### src/rtl/ofq_pkg.sv
// Shared types and constants for the overwrite-oldest frame queue.
// Used by ofq_ctrl, ofq_obuf and overwrite_oldest_frame_queue; depends on nothing.

package ofq_pkg;

  localparam int WORD_W    = 64;
  localparam int LEN_W     = 16;
  localparam int QUEUED_W  = 4;
  localparam int DROPPED_W = 32;

  typedef enum logic [1:0] {
    OP_PUSH  = 2'd0,
    OP_POP   = 2'd1,
    OP_CLEAR = 2'd2,
    OP_UNDEF = 2'd3
  } op_t;

  typedef enum logic [1:0] {
    ST_OK      = 2'd0,
    ST_BAD_ARG = 2'd1,
    ST_EMPTY   = 2'd2,
    ST_UNUSED  = 2'd3
  } status_t;

  typedef struct packed {
    logic [1:0]           status;
    logic [WORD_W-1:0]    pop_word;
    logic                 pop_last;
    logic [QUEUED_W-1:0]  queued;
    logic [DROPPED_W-1:0] dropped;
  } beat_t;

endpackage

### src/rtl/ofq_obuf.sv
// Two-entry result buffer that decouples the sequencer from the result channel.
// Depends on ofq_pkg.

module ofq_obuf (
  input  logic          clk,
  input  logic          rst_n,
  input  logic          wr_valid,
  output logic          wr_ready,
  input  ofq_pkg::beat_t wr_beat,
  output logic          rd_valid,
  input  logic          rd_ready,
  output ofq_pkg::beat_t rd_beat
);

  ofq_pkg::beat_t entry_r [2];
  logic           wp_r, wp_nxt;
  logic           rp_r, rp_nxt;
  logic [1:0]     cnt_r, cnt_nxt;
  logic           push, pop;

  assign wr_ready = (cnt_r != 2'd2);
  assign rd_valid = (cnt_r != 2'd0);
  assign rd_beat  = entry_r[rp_r];
  assign push     = wr_valid && wr_ready;
  assign pop      = rd_valid && rd_ready;

  always_comb begin
    wp_nxt  = push ? ~wp_r : wp_r;
    rp_nxt  = pop ? ~rp_r : rp_r;
    cnt_nxt = cnt_r;
    if (push && !pop) begin
      cnt_nxt = cnt_r + 2'd1;
    end else if (pop && !push) begin
      cnt_nxt = cnt_r - 2'd1;
    end
  end

  always_ff @(posedge clk) begin
    if (push) begin
      entry_r[wp_r] <= wr_beat;
    end
    if (!rst_n) begin
      wp_r  <= 1'b0;
      rp_r  <= 1'b0;
      cnt_r <= 2'd0;
    end else begin
      wp_r  <= wp_nxt;
      rp_r  <= rp_nxt;
      cnt_r <= cnt_nxt;
    end
  end

endmodule

### config.mk
export PLATFORM = sky130hd
export DESIGN_NAME = ofq_obuf
export DESIGN_NICKNAME = d
export VERILOG_FILES = /design/src/rtl/ofq_pkg.sv /design/src/rtl/ofq_obuf.sv
export SDC_FILE = /design/constraint.sdc
export NUM_CORES = 1
export LEC_CHECK = 0
export ABC_CLOCK_PERIOD_IN_PS = 5900
export BUFFER_PORTS_ARGS = -buffer_cell sky130_fd_sc_hd__buf_2
export CAP_MARGIN = 20
export CORE_UTILIZATION = 35
export CTS_CLUSTER_DIAMETER = 50
export DETAILED_ROUTE_END_ITERATION = 12
export GPL_TIMING_DRIVEN = 0
export PLACE_DENSITY_LB_ADDON = 0.12
export SETUP_SLACK_MARGIN = 0.5
export SLEW_MARGIN = 20
export SYNTH_ARGS = -nofsm -noshare
export SYNTH_HDL_FRONTEND = slang
export SYNTH_SLANG_ARGS = --single-unit
export TNS_END_PERCENT = 100
### constraint.sdc
create_clock -name clk -period 5.9 [get_ports clk]
set_input_delay 0.885 -clock clk [delete_from_list [all_inputs] [get_ports clk]]
set_output_delay 0.885 -clock clk [all_outputs]
set_load 0.1 [all_outputs]
==> impl_summary.log <==
[metrics] post-synthesis share of cell area spent on xor and xnor gates: 0.342%
[metrics] Crit Path Max Fanout: 10
[metrics] chip width: 150 µm
[metrics] via count of the first global-routing pass: 4272
[metrics] post-route setup TNS: 0 ns
[metrics] kind of path behind the tightest hold check: primary input to register
[metrics] asr flop ratio synth: 0%
[metrics] sequential area share after synthesis: 81.7%
[metrics] Die Ht: 150 µm
[metrics] Fmax achieved: 343 MHz
[metrics] # IOs: approximately 210
[metrics] slew of the pin with the lowest slew margin: 0.539 ns
[metrics] pin count of the biggest net entering global routing: 53
[metrics] Setup Buffers After CTS: 0
[metrics] area share of the leading cell type in the synthesized netlist: between 80% and 90%
[metrics] sort of element at the end of the critical path: output pin
[metrics] biggest area consumer among synthesized cells: edfxtp_1
[metrics] number of clock buffers inserted by TritonCTS: 26
[metrics] routability cong.: between 0.6 and 0.7
[metrics] initial core utilization: 36.1%
[metrics] standard-cell row count: 53
[metrics] worst-path cell chain: buf_4 > buf_6 > mux2_2 > buf_2
[metrics] number of clock sinks: 211
[metrics] average size of a mapped cell: 22.4 µm²
[metrics] depth of the CTS H-tree: 1
[metrics] top-count cell post-synth: edfxtp_1
[metrics] Synth warnings: 0
[metrics] worst clock skew on the final layout: 0.00687 ns
[metrics] share of cell area taken by muxes after synthesis: 15.1%
[metrics] net count of the finished layout: 694
[metrics] # resized after CTS: 0
[metrics] clock tree root buffer cell: clkbuf_16
[metrics] worst reg2reg path depth: 4
[metrics] total via count after detailed routing: about 4000
[metrics] post-detailed-placement half-perimeter wirelength: a little under 10000 µm
[metrics] Placement Setup Slack: 3.43 ns
[metrics] slack of the critical path: a little under 3 ns
[metrics] synthesis-stage register bit count: between 200 and 250
[metrics] clk_lat worst skew: between 0.5 and 0.6 ns
[metrics] Finished Core Util: 47.0%
[metrics] worst max-slew margin expressed relative to the limit: 64.0%
[metrics] Clk pin slew, worst setup/hold paths: approximately 0.05 ns
[metrics] endpoint with the worst hold slack: entry_r[1][11]
[metrics] post-synthesis compound-gate area fraction: less than 1%
[metrics] number of nets produced by synthesis: 452
[metrics] remaining global-route overflow: 0
[metrics] endpoint of the worst register-to-register path: entry_r[0][61]
[metrics] critical path required time: 5.02 ns
[metrics] detailed-route wire length per cell: roughly 17 µm
[metrics] endpoint arrival time on the critical path: 2.03 ns
[metrics] number of buffers inserted by port buffering: 211
[metrics] worst setup slack for register-to-register paths: between 3 and 4 ns
[metrics] hold buffers post-CTS: 0
[metrics] clock tree from TritonCTS: done
[metrics] P&R area growth vs syn: 30.2%
[metrics] delay of the slowest cell on the worst path: 0.39 ns
[metrics] number of antenna violations at the first check in global routing: 2
[metrics] final setup violation count: 0
[metrics] launch point of the worst reg-to-reg path: cnt_r[0]
[metrics] hold violation count in the final report: 0
[metrics] simple-gate share of the synthesized area: 0.846%
[metrics] share of final-layout standard cells stronger than drive strength 1: 61.5%
[metrics] Max Cap Viol: 0
[metrics] Syn Std Cell Area: a little under 0.008 mm²
[metrics] critical hold path startpoint: wr_beat[11]
[metrics] DR vias/cell: 4.51
[metrics] global-route wire length before repair: 21800 µm
[metrics] global routing usage summed across all routing layers: approximately an eighth
[metrics] number of enable flip-flop cells after synthesis: 206
[metrics] cell with the largest stage delay on the worst path: dfxtp_1
[metrics] Cells on Worst Hold Path: 1
[metrics] most common library cells after synthesis: edfxtp_1 (206), mux2_2 (103), buf_6 (7)
[metrics] wire length reported by the detailed router: 14600 µm
[metrics] status: completed
[metrics] category of the worst setup path launch point: register
[metrics] cell types with the largest area share after synthesis: edfxtp_1 (80%), mux2_2 (15%), dfxtp_1 (1.3%)
[metrics] commonest register cell after synthesis: edfxtp_1
[metrics] Tcrit/Tclk final: around half
[metrics] cell count after synthesis: 344
[metrics] setup repair after global routing missed its margin: false
[metrics] placeable core area: approximately 0.021 mm²
[metrics] critical setup path kind: register to output pin
[metrics] number of DRC violations after detailed routing: 0
[metrics] Final min period: 2.92 ns
[metrics] count of different cell masters after synthesis: 21
[metrics] clock tree buffer depth: 3
[metrics] number of optimization iterations in the first detailed-route pass: 4
[metrics] Die Outline Area: ~0.023 mm²
[metrics] Post-Synth Adder-Cell Area: 0.163%
[metrics] remaining antenna violation count: 0
[metrics] Detailed Route Iter0 Violations: 140
[metrics] main combinational cell family by area after synthesis: multiplexers
[metrics] Slew Limit Fails: 0
kinds of logic (layout without fill, tap and decap cells):
group | after synthesis | after routing
AO/OA/AOI/OAI | 5 | 5
XOR/XNOR | 3 | 3
adder cells (fa/ha/maj) | 1 | 1
buffers and inverters | 12 | 273
flip-flops | 211 | 211
multiplexers | 103 | 103
other | 0 | 2
AND/OR/NAND/NOR | 9 | 9
per-layer routing:
metal  track usage (%)  up-vias  part of all wire [%]
met5                 0        -                 0.089
met4              3.94        2                   2.0
met3              5.67       31                    11
met2              21.6      158                    48
met1              14.2     1925                    38
li1                  -     1864                     -
worst max-delay path: cells and delay by family (launching register included):
| kind | cells | cell delay, ns |
|---|---|---|
| DFF | 1 | 0.39 |
| buffers and inverters | 3 | 0.78 |
| muxes | 1 | 0.35 |
flip-flops by register name (all words and copies together), names as in the netlist, named ones only:
name	flops
rp_r	1
wp_r	1
entry_r	206
cnt_r	2
placed cells by master (no fill, tap or decap):
cell,synthesis,final
buf_2,3,214
edfxtp_1,206,206
mux2_2,103,103
clkbuf_16,0,27
buf_6,7,7
clkinv_2,0,6
dfxtp_1,5,5
and2_1,4,4
inv_6,0,4
clkbuf_1,0,4
clkinv_1,0,4
diode_2,0,2
xnor2_1,2,2
bufinv_16,0,2
buf_16,0,2
nand2b_4,1,1
buf_4,1,1
or2_2,1,1
and3_4,0,1
o21ai_1,1,1
nand3b_1,1,1
a21bo_2,1,1
a21boi_0,1,1
xor2_1,1,1
o21ai_0,1,1
or3_1,1,1
a21boi_1,1,1
ha_1,1,1
clkinvlp_4,0,1
buf_12,0,1
per-stage QoR:
stage	std cells	area, µm²	hold slack (ns)
after floorplan	344	7690	0.512
after global placement	830	9090	0.528
after detailed placement	833	9180	0.552
after CTS	880	10000	0.538
after global routing	880	10000	0.536
final	882	10000	0.562
final cells by class:
type / instances / area, µm²
clock inverters: 16 / 139
plain buffers: 11 / 101
flip-flops and latches: 211 / 6290
well taps: 275 / 344
repair buffers: 214 / 1130
multi-input cells: 121 / 1300
inverters: 1 / 8.76
clock buffers: 31 / 691
diodes: 2 / 5.00
fillers: 1834 / 11300
worst max-delay path by stage:
| stage | from | end | slack (ns) |
|---|---|---|---|
| global placement | wr_valid | entry_r[1][35] | 0.54 |
| floorplan | wr_valid | entry_r[1][0] | 2.11 |
| global route | register | rd_beat[56] | 2.84 |
| detailed placement | register | rd_beat[60] | 3.43 |
| CTS | register | rd_beat[60] | 2.87 |
| finish | register | rd_beat[60] | 2.98 |
Power is not shown: default switching activity piles up to over one toggle a cycle in this logic, so the estimate is an artifact.
