<file path="src/rtl/ofq_pkg.sv">
// Shared types and constants for the overwrite-oldest frame queue.
// Used by ofq_ctrl, ofq_obuf and overwrite_oldest_frame_queue; depends on nothing.

package ofq_pkg;

  localparam int WORD_W    = 64;
  localparam int LEN_W     = 16;
  localparam int QUEUED_W  = 4;
  localparam int DROPPED_W = 32;

  typedef enum logic [1:0] {
    OP_PUSH  = 2'd0,
    OP_POP   = 2'd1,
    OP_CLEAR = 2'd2,
    OP_UNDEF = 2'd3
  } op_t;

  typedef enum logic [1:0] {
    ST_OK      = 2'd0,
    ST_BAD_ARG = 2'd1,
    ST_EMPTY   = 2'd2,
    ST_UNUSED  = 2'd3
  } status_t;

  typedef struct packed {
    logic [1:0]           status;
    logic [WORD_W-1:0]    pop_word;
    logic                 pop_last;
    logic [QUEUED_W-1:0]  queued;
    logic [DROPPED_W-1:0] dropped;
  } beat_t;

endpackage

</file>
<file path="src/rtl/ofq_ctrl.sv">
// Queue sequencer: slot pointers, frame count, drop count and pop streaming.
// Depends on ofq_pkg; drives ofq_mem and ofq_obuf.

module ofq_ctrl #(
  parameter int QUEUE_DEPTH = 8,
  parameter int FRAME_BYTES = 256,
  parameter int ADDR_W      = 8
) (
  input  logic                        clk,
  input  logic                        rst_n,
  input  logic                        in_valid,
  output logic                        in_ready,
  input  logic [1:0]                  in_op,
  input  logic [ofq_pkg::WORD_W-1:0]  in_push_word,
  input  logic                        in_push_last,
  input  logic [ofq_pkg::LEN_W-1:0]   in_frame_length,
  output logic                        ob_valid,
  input  logic                        ob_ready,
  output ofq_pkg::beat_t              ob_beat,
  output logic                        wr_en,
  output logic [ADDR_W-1:0]           wr_addr,
  output logic [ofq_pkg::WORD_W-1:0]  wr_data,
  output logic                        rd_en,
  output logic [ADDR_W-1:0]           rd_addr,
  input  logic [ofq_pkg::WORD_W-1:0]  rd_data
);

  localparam int FRAME_WORDS = (FRAME_BYTES + 7) / 8;
  localparam int SLOT_W      = (QUEUE_DEPTH > 2) ? $clog2(QUEUE_DEPTH) : 1;
  localparam int HELD_W      = $clog2(QUEUE_DEPTH + 1);
  localparam int POS_W       = (FRAME_WORDS > 2) ? $clog2(FRAME_WORDS) : 1;
  localparam int CNT_W       = $clog2(FRAME_WORDS + 1);

  typedef enum logic {
    S_IDLE,
    S_POP
  } state_t;

  state_t                       state_r, state_nxt;
  logic [SLOT_W-1:0]            rd_slot_r, rd_slot_nxt;
  logic [SLOT_W-1:0]            wr_slot_r, wr_slot_nxt;
  logic [SLOT_W-1:0]            pop_slot_r, pop_slot_nxt;
  logic [HELD_W-1:0]            held_r, held_nxt;
  logic [ofq_pkg::DROPPED_W-1:0] drop_r, drop_nxt;
  logic [POS_W-1:0]             push_pos_r, push_pos_nxt;
  logic [CNT_W-1:0]             rd_pos_r, rd_pos_nxt;
  logic                         dv_r, dv_nxt;
  logic                         dlast_r, dlast_nxt;

  logic                         accept;
  logic                         len_ok;
  logic                         fire;
  logic                         issue;
  logic [HELD_W-1:0]            held_a;
  logic [CNT_W-1:0]             pos_inc;
  logic [1:0]                   status;

  function automatic logic [SLOT_W-1:0] slot_inc(input logic [SLOT_W-1:0] s);
    slot_inc = (s == SLOT_W'(QUEUE_DEPTH - 1)) ? '0 : s + SLOT_W'(1);
  endfunction

  assign in_ready = (state_r == S_IDLE) && ob_ready;
  assign accept   = in_valid && in_ready;
  assign len_ok   = (in_frame_length == ofq_pkg::LEN_W'(FRAME_BYTES));
  assign pos_inc  = CNT_W'(push_pos_r) + CNT_W'(1);
  assign fire     = (state_r == S_POP) && dv_r && ob_ready;
  assign issue    = (state_r == S_POP) && (!dv_r || fire) &&
                    (rd_pos_r != CNT_W'(FRAME_WORDS));

  assign wr_data  = in_push_word;
  assign wr_addr  = ADDR_W'(wr_slot_r) * ADDR_W'(FRAME_WORDS) + ADDR_W'(push_pos_r);
  assign rd_en    = issue;
  assign rd_addr  = ADDR_W'(pop_slot_r) * ADDR_W'(FRAME_WORDS) + ADDR_W'(rd_pos_r);

  always_comb begin
    state_nxt    = state_r;
    rd_slot_nxt  = rd_slot_r;
    wr_slot_nxt  = wr_slot_r;
    pop_slot_nxt = pop_slot_r;
    held_nxt     = held_r;
    drop_nxt     = drop_r;
    push_pos_nxt = push_pos_r;
    rd_pos_nxt   = rd_pos_r;
    dv_nxt       = dv_r;
    dlast_nxt    = dlast_r;
    held_a       = held_r;
    status       = ofq_pkg::ST_OK;
    wr_en        = 1'b0;
    ob_valid     = 1'b0;

    case (state_r)
      S_IDLE: begin
        if (accept) begin
          ob_valid = 1'b1;
          case (in_op)
            ofq_pkg::OP_PUSH: begin
              if (push_pos_r == '0 && !len_ok) begin
                status = ofq_pkg::ST_BAD_ARG;
              end else begin
                if (push_pos_r == '0 && held_r >= HELD_W'(QUEUE_DEPTH)) begin
                  rd_slot_nxt = slot_inc(rd_slot_r);
                  held_a      = HELD_W'(QUEUE_DEPTH - 1);
                  if (drop_r != '1) begin
                    drop_nxt = drop_r + ofq_pkg::DROPPED_W'(1);
                  end
                end
                held_nxt = held_a;
                if (in_push_last && pos_inc < CNT_W'(FRAME_WORDS)) begin
                  push_pos_nxt = '0;
                  status       = ofq_pkg::ST_BAD_ARG;
                end else begin
                  wr_en = 1'b1;
                  if (pos_inc >= CNT_W'(FRAME_WORDS)) begin
                    push_pos_nxt = '0;
                    wr_slot_nxt  = slot_inc(wr_slot_r);
                    held_nxt     = held_a + HELD_W'(1);
                  end else begin
                    push_pos_nxt = POS_W'(pos_inc);
                  end
                end
              end
            end
            ofq_pkg::OP_POP: begin
              if (!len_ok) begin
                status = ofq_pkg::ST_BAD_ARG;
              end else if (held_r == '0) begin
                status = ofq_pkg::ST_EMPTY;
              end else begin
                ob_valid     = 1'b0;
                pop_slot_nxt = rd_slot_r;
                rd_slot_nxt  = slot_inc(rd_slot_r);
                held_nxt     = held_r - HELD_W'(1);
                rd_pos_nxt   = '0;
                dv_nxt       = 1'b0;
                state_nxt    = S_POP;
              end
            end
            ofq_pkg::OP_CLEAR: begin
              rd_slot_nxt  = '0;
              wr_slot_nxt  = '0;
              held_nxt     = '0;
              push_pos_nxt = '0;
            end
            default: begin
              status = ofq_pkg::ST_BAD_ARG;
            end
          endcase
        end
      end
      S_POP: begin
        ob_valid = dv_r;
        if (issue) begin
          rd_pos_nxt = rd_pos_r + CNT_W'(1);
          dv_nxt     = 1'b1;
          dlast_nxt  = (rd_pos_r == CNT_W'(FRAME_WORDS - 1));
        end else if (fire) begin
          dv_nxt = 1'b0;
        end
        if (fire && dlast_r) begin
          state_nxt = S_IDLE;
          dv_nxt    = 1'b0;
        end
      end
      default: begin
        state_nxt = S_IDLE;
      end
    endcase
  end

  always_comb begin
    ob_beat.status   = status;
    ob_beat.pop_word = '0;
    ob_beat.pop_last = 1'b1;
    ob_beat.queued   = ofq_pkg::QUEUED_W'(held_nxt);
    ob_beat.dropped  = drop_nxt;
    if (state_r == S_POP) begin
      ob_beat.status   = ofq_pkg::ST_OK;
      ob_beat.pop_word = rd_data;
      ob_beat.pop_last = dlast_r;
      ob_beat.queued   = ofq_pkg::QUEUED_W'(held_r);
      ob_beat.dropped  = drop_r;
    end
  end

  always_ff @(posedge clk) begin
    pop_slot_r <= pop_slot_nxt;
    dlast_r    <= dlast_nxt;
    if (!rst_n) begin
      state_r    <= S_IDLE;
      rd_slot_r  <= '0;
      wr_slot_r  <= '0;
      held_r     <= '0;
      drop_r     <= '0;
      push_pos_r <= '0;
      rd_pos_r   <= '0;
      dv_r       <= 1'b0;
    end else begin
      state_r    <= state_nxt;
      rd_slot_r  <= rd_slot_nxt;
      wr_slot_r  <= wr_slot_nxt;
      held_r     <= held_nxt;
      drop_r     <= drop_nxt;
      push_pos_r <= push_pos_nxt;
      rd_pos_r   <= rd_pos_nxt;
      dv_r       <= dv_nxt;
    end
  end

endmodule

</file>
<file path="config.mk">
export PLATFORM = sky130hd
export DESIGN_NAME = ofq_ctrl
export DESIGN_NICKNAME = d
export VERILOG_FILES = /design/src/rtl/ofq_pkg.sv /design/src/rtl/ofq_ctrl.sv
export SDC_FILE = /design/constraint.sdc
export NUM_CORES = 1
export LEC_CHECK = 0
export BUFFER_PORTS_ARGS = -buffer_cell sky130_fd_sc_hd__buf_2
export CAP_MARGIN = 20
export CORE_AREA = 4 4 128 130
export DETAILED_ROUTE_END_ITERATION = 7
export DIE_AREA = 0 0 132 134
export MAX_ROUTING_LAYER = met4
export PLACE_DENSITY_LB_ADDON = 0.08
export SLEW_MARGIN = 10
export SYNTH_ARGS = -nofsm -noshare
export SYNTH_HDL_FRONTEND = slang
export SYNTH_SLANG_ARGS = --single-unit
</file>
<file path="constraint.sdc">
create_clock -name clk -period 6.65 [get_ports clk]
set_clock_uncertainty 0.05 [all_clocks]
set_input_delay 0.3325 -clock clk [delete_from_list [all_inputs] [get_ports clk]]
set_output_delay 0.3325 -clock clk [all_outputs]
set_load 0.02 [all_outputs]
</file>
==> metrics <==
crit path kind=reg -> out; row count=45; fin crit period=3390 ps; post-cts resize count=0; top cells by count, synth=buf_4 (73), nand2_1 (69), and2_1 (65); post-DR vias/cell=5.10; initial antenna violation count=0; Post-synth ARST share=0; Clock transition at path regs=50 ps; DRC Markers=0; Avg WL per Cell=roughly 17 um; WP data required=6270 ps; crit path capture type=output pin; CTS tree=yes; number of CTS-inserted buffers=9; Sw Share=0.218; Post-CTS Setup Bufs=0; worst hold path type=in -> reg; Setup TNS=0 ps; chip height=~130 um; Starting Density=0.318; Post-synth top flop=dfxtp_1; CP max-delay cell=and4_1; clk root buf=clkbuf_16; pin count of the biggest net entering global routing=73; Gate power share=0.061; Mean Syn Cell Area=7.82 sq um; Netlist cell types=62; status=complete, no violations; Final Max Slew Viols=0; Switch Pwr=slightly below 0.0002 W; die width=between 100 and 150 um; 1st-pass router iterations=5; first-pass GRT wire length=24,600 um; dpl hpwl=12,700 um; Post-Syn Area=0.00482 sq mm; max-cap violations=0; Clock Power Share=0.544; clock sinks=59; Core Box Area=roughly 0.015 sq mm; Max clock buf depth=2; Hold WS=a little over 400 ps; crit path DAT=3010 ps; GRT Residual Overflow=0; top-count cell post-synth=buf_4; final setup violating endpoints=0; Detailed Route Iter0 Violations=176; synth top area cells=dfxtp_1 (23%), buf_4 (11%), and2_1 (8.4%), nand2_1 (5.4%), mux2i_1 (4.6%); Syn Inst Count=616; critical path, cell by cell=nand4_1 > nor3_1 > and4_1 > buf_8 > nor4_2 > xnor2_1 > buf_2; # fillers=1,608; Area Overhead vs Synth=19.8%; unrepaired setup endpoints after global routing=no; H-tree Lvls=3; worst skew pair latency=330 ps; Worst-Margin Slew=858 ps; worst vdd ir=about 110 uV; fmax=0.295 GHz; Hold-fix buffers, CTS=0; antenna cells=0; die area=0.0177 sq mm; All-Layer GR Usage=0.174; WP buf/inv=2; final-report hold violation count=0; part of the cycle the worst path needs=0.510; synth warn=0; slowest stage delay, CP=730 ps; sequential-to-total area share from yosys stat=0.254; P per Cell Area=157 mW/mm^2; Reg power frac=0.395; port buffer count=209; DR vias=4,761; Net count, final=905; number of global-route vias before repair=between 4,000 and 5,000; DRT antenna net count=0; RD Place Congestion=0.875; Syn Nets=780; Leak=~2.8 nW; top-area cell type share of the netlist area=0.229; Setup crit start kind=register; Total Wirelength=15,800 um; Synth area leader=dfxtp_1; CP delay by family, top=simple AND/OR/NAND/NOR gates; share of layout cells above drive strength 1=0.332; CP max FO=18; number of synthesized register bits=59; IO Pins=338; Rel. slew slack=0.428; Post-synth EDFFs=4; internal power=roughly 0.00071 W
worst paths after layout:
| kind | start | endpoint | slack (ps) | cells after the start |
|---|---|---|---|---|
| min | in_push_last | push_pos_r[3] | 400 | 4 |
| min reg2reg | rd_slot_r[1] | pop_slot_r[1] | 420 | 0 |
| max | drop_r[3] | ob_beat[14] | 3260 | 7 |
| max reg2reg | state_r | drop_r[21] | 4010 | 5 |
layer usage:
metal  global-route usage  part of all wire  vias to the layer above
li1                     -                 -                     2329
met1                0.201              0.42                     2209
met2                0.300              0.50                      203
met3               0.0503             0.069                       20
met4               0.0379            0.0089                        0
met5                    -                 0                        -
cells in the final DEF (no fill, tap or decap), types with 17 or more instances in the layout:
cell / netlist / layout
nand2_1: 69 / 69
mux2i_1: 22 / 22
and2_1: 65 / 65
inv_1: 22 / 22
buf_2: 5 / 210
nand2b_1: 21 / 21
nand3_1: 26 / 26
nor2_1: 20 / 20
nor3_1: 17 / 17
dfxtp_1: 55 / 54
a21oi_1: 31 / 31
power by group through the flow:
stage          registers, W  clock network, W   logic, W
3_5_place_dp       0.000366                 0  0.0000560
3_3_place_gp       0.000366                 0  0.0000546
5_1_grt            0.000358          0.000524  0.0000614
4_1_cts            0.000358          0.000509  0.0000561
2_1_floorplan      0.000366                 0  0.0000779
6_report           0.000358          0.000492  0.0000552
kinds of logic after synthesis:
group                    Yosys count  synth area share
buffers and inverters            120             0.155
XOR/XNOR                          20            0.0364
adder cells (fa/ha/maj)           13            0.0338
flip-flops                        59             0.254
multiplexers                      23            0.0481
AO/OA/AOI/OAI                     84             0.112
AND/OR/NAND/NOR                  297             0.361
layout make-up:
class                   count  area [sq um]  share of cell area
inverters                  22          82.6              0.0143
well taps                 188           235              0.0408
clock buffers              10           229              0.0397
clock inverters             6          80.1              0.0139
repair buffers            212          1070               0.186
multi-input cells         437          2850               0.494
flip-flops and latches     59          1220               0.212
sequential cells by signal, indices dropped and copies added (netlist names):
name	flops
drop_r	32
rd_pos_r	6
push_pos_r	5
held_r	4
pop_slot_r	3
rd_slot_r	3
wr_slot_r	3
dlast_r	1
dv_r	1
state_r	1
worst min-delay path, cell delays in order:
cell	delay (ps)
buf_2	130
nor3_1	60
o21ai_0	130
a21oi_1	60
metrics by stage:
stage | instance area (sq um) | util | setup slack, ps | instances | total power, W
2_1_floorplan | 4820 | - | 3850 | 616 | 0.000444
3_3_place_gp | 5440 | 0.359 | 3400 | 916 | 0.000420
4_1_cts | 5770 | 0.381 | 3210 | 934 | 0.000923
6_report | 5770 | 0.381 | 3260 | 934 | 0.000906
3_5_place_dp | 5460 | 0.361 | 3370 | 918 | 0.000422
5_1_grt | 5770 | 0.381 | 3000 | 934 | 0.000944
(Power assumes the default switching activity.)
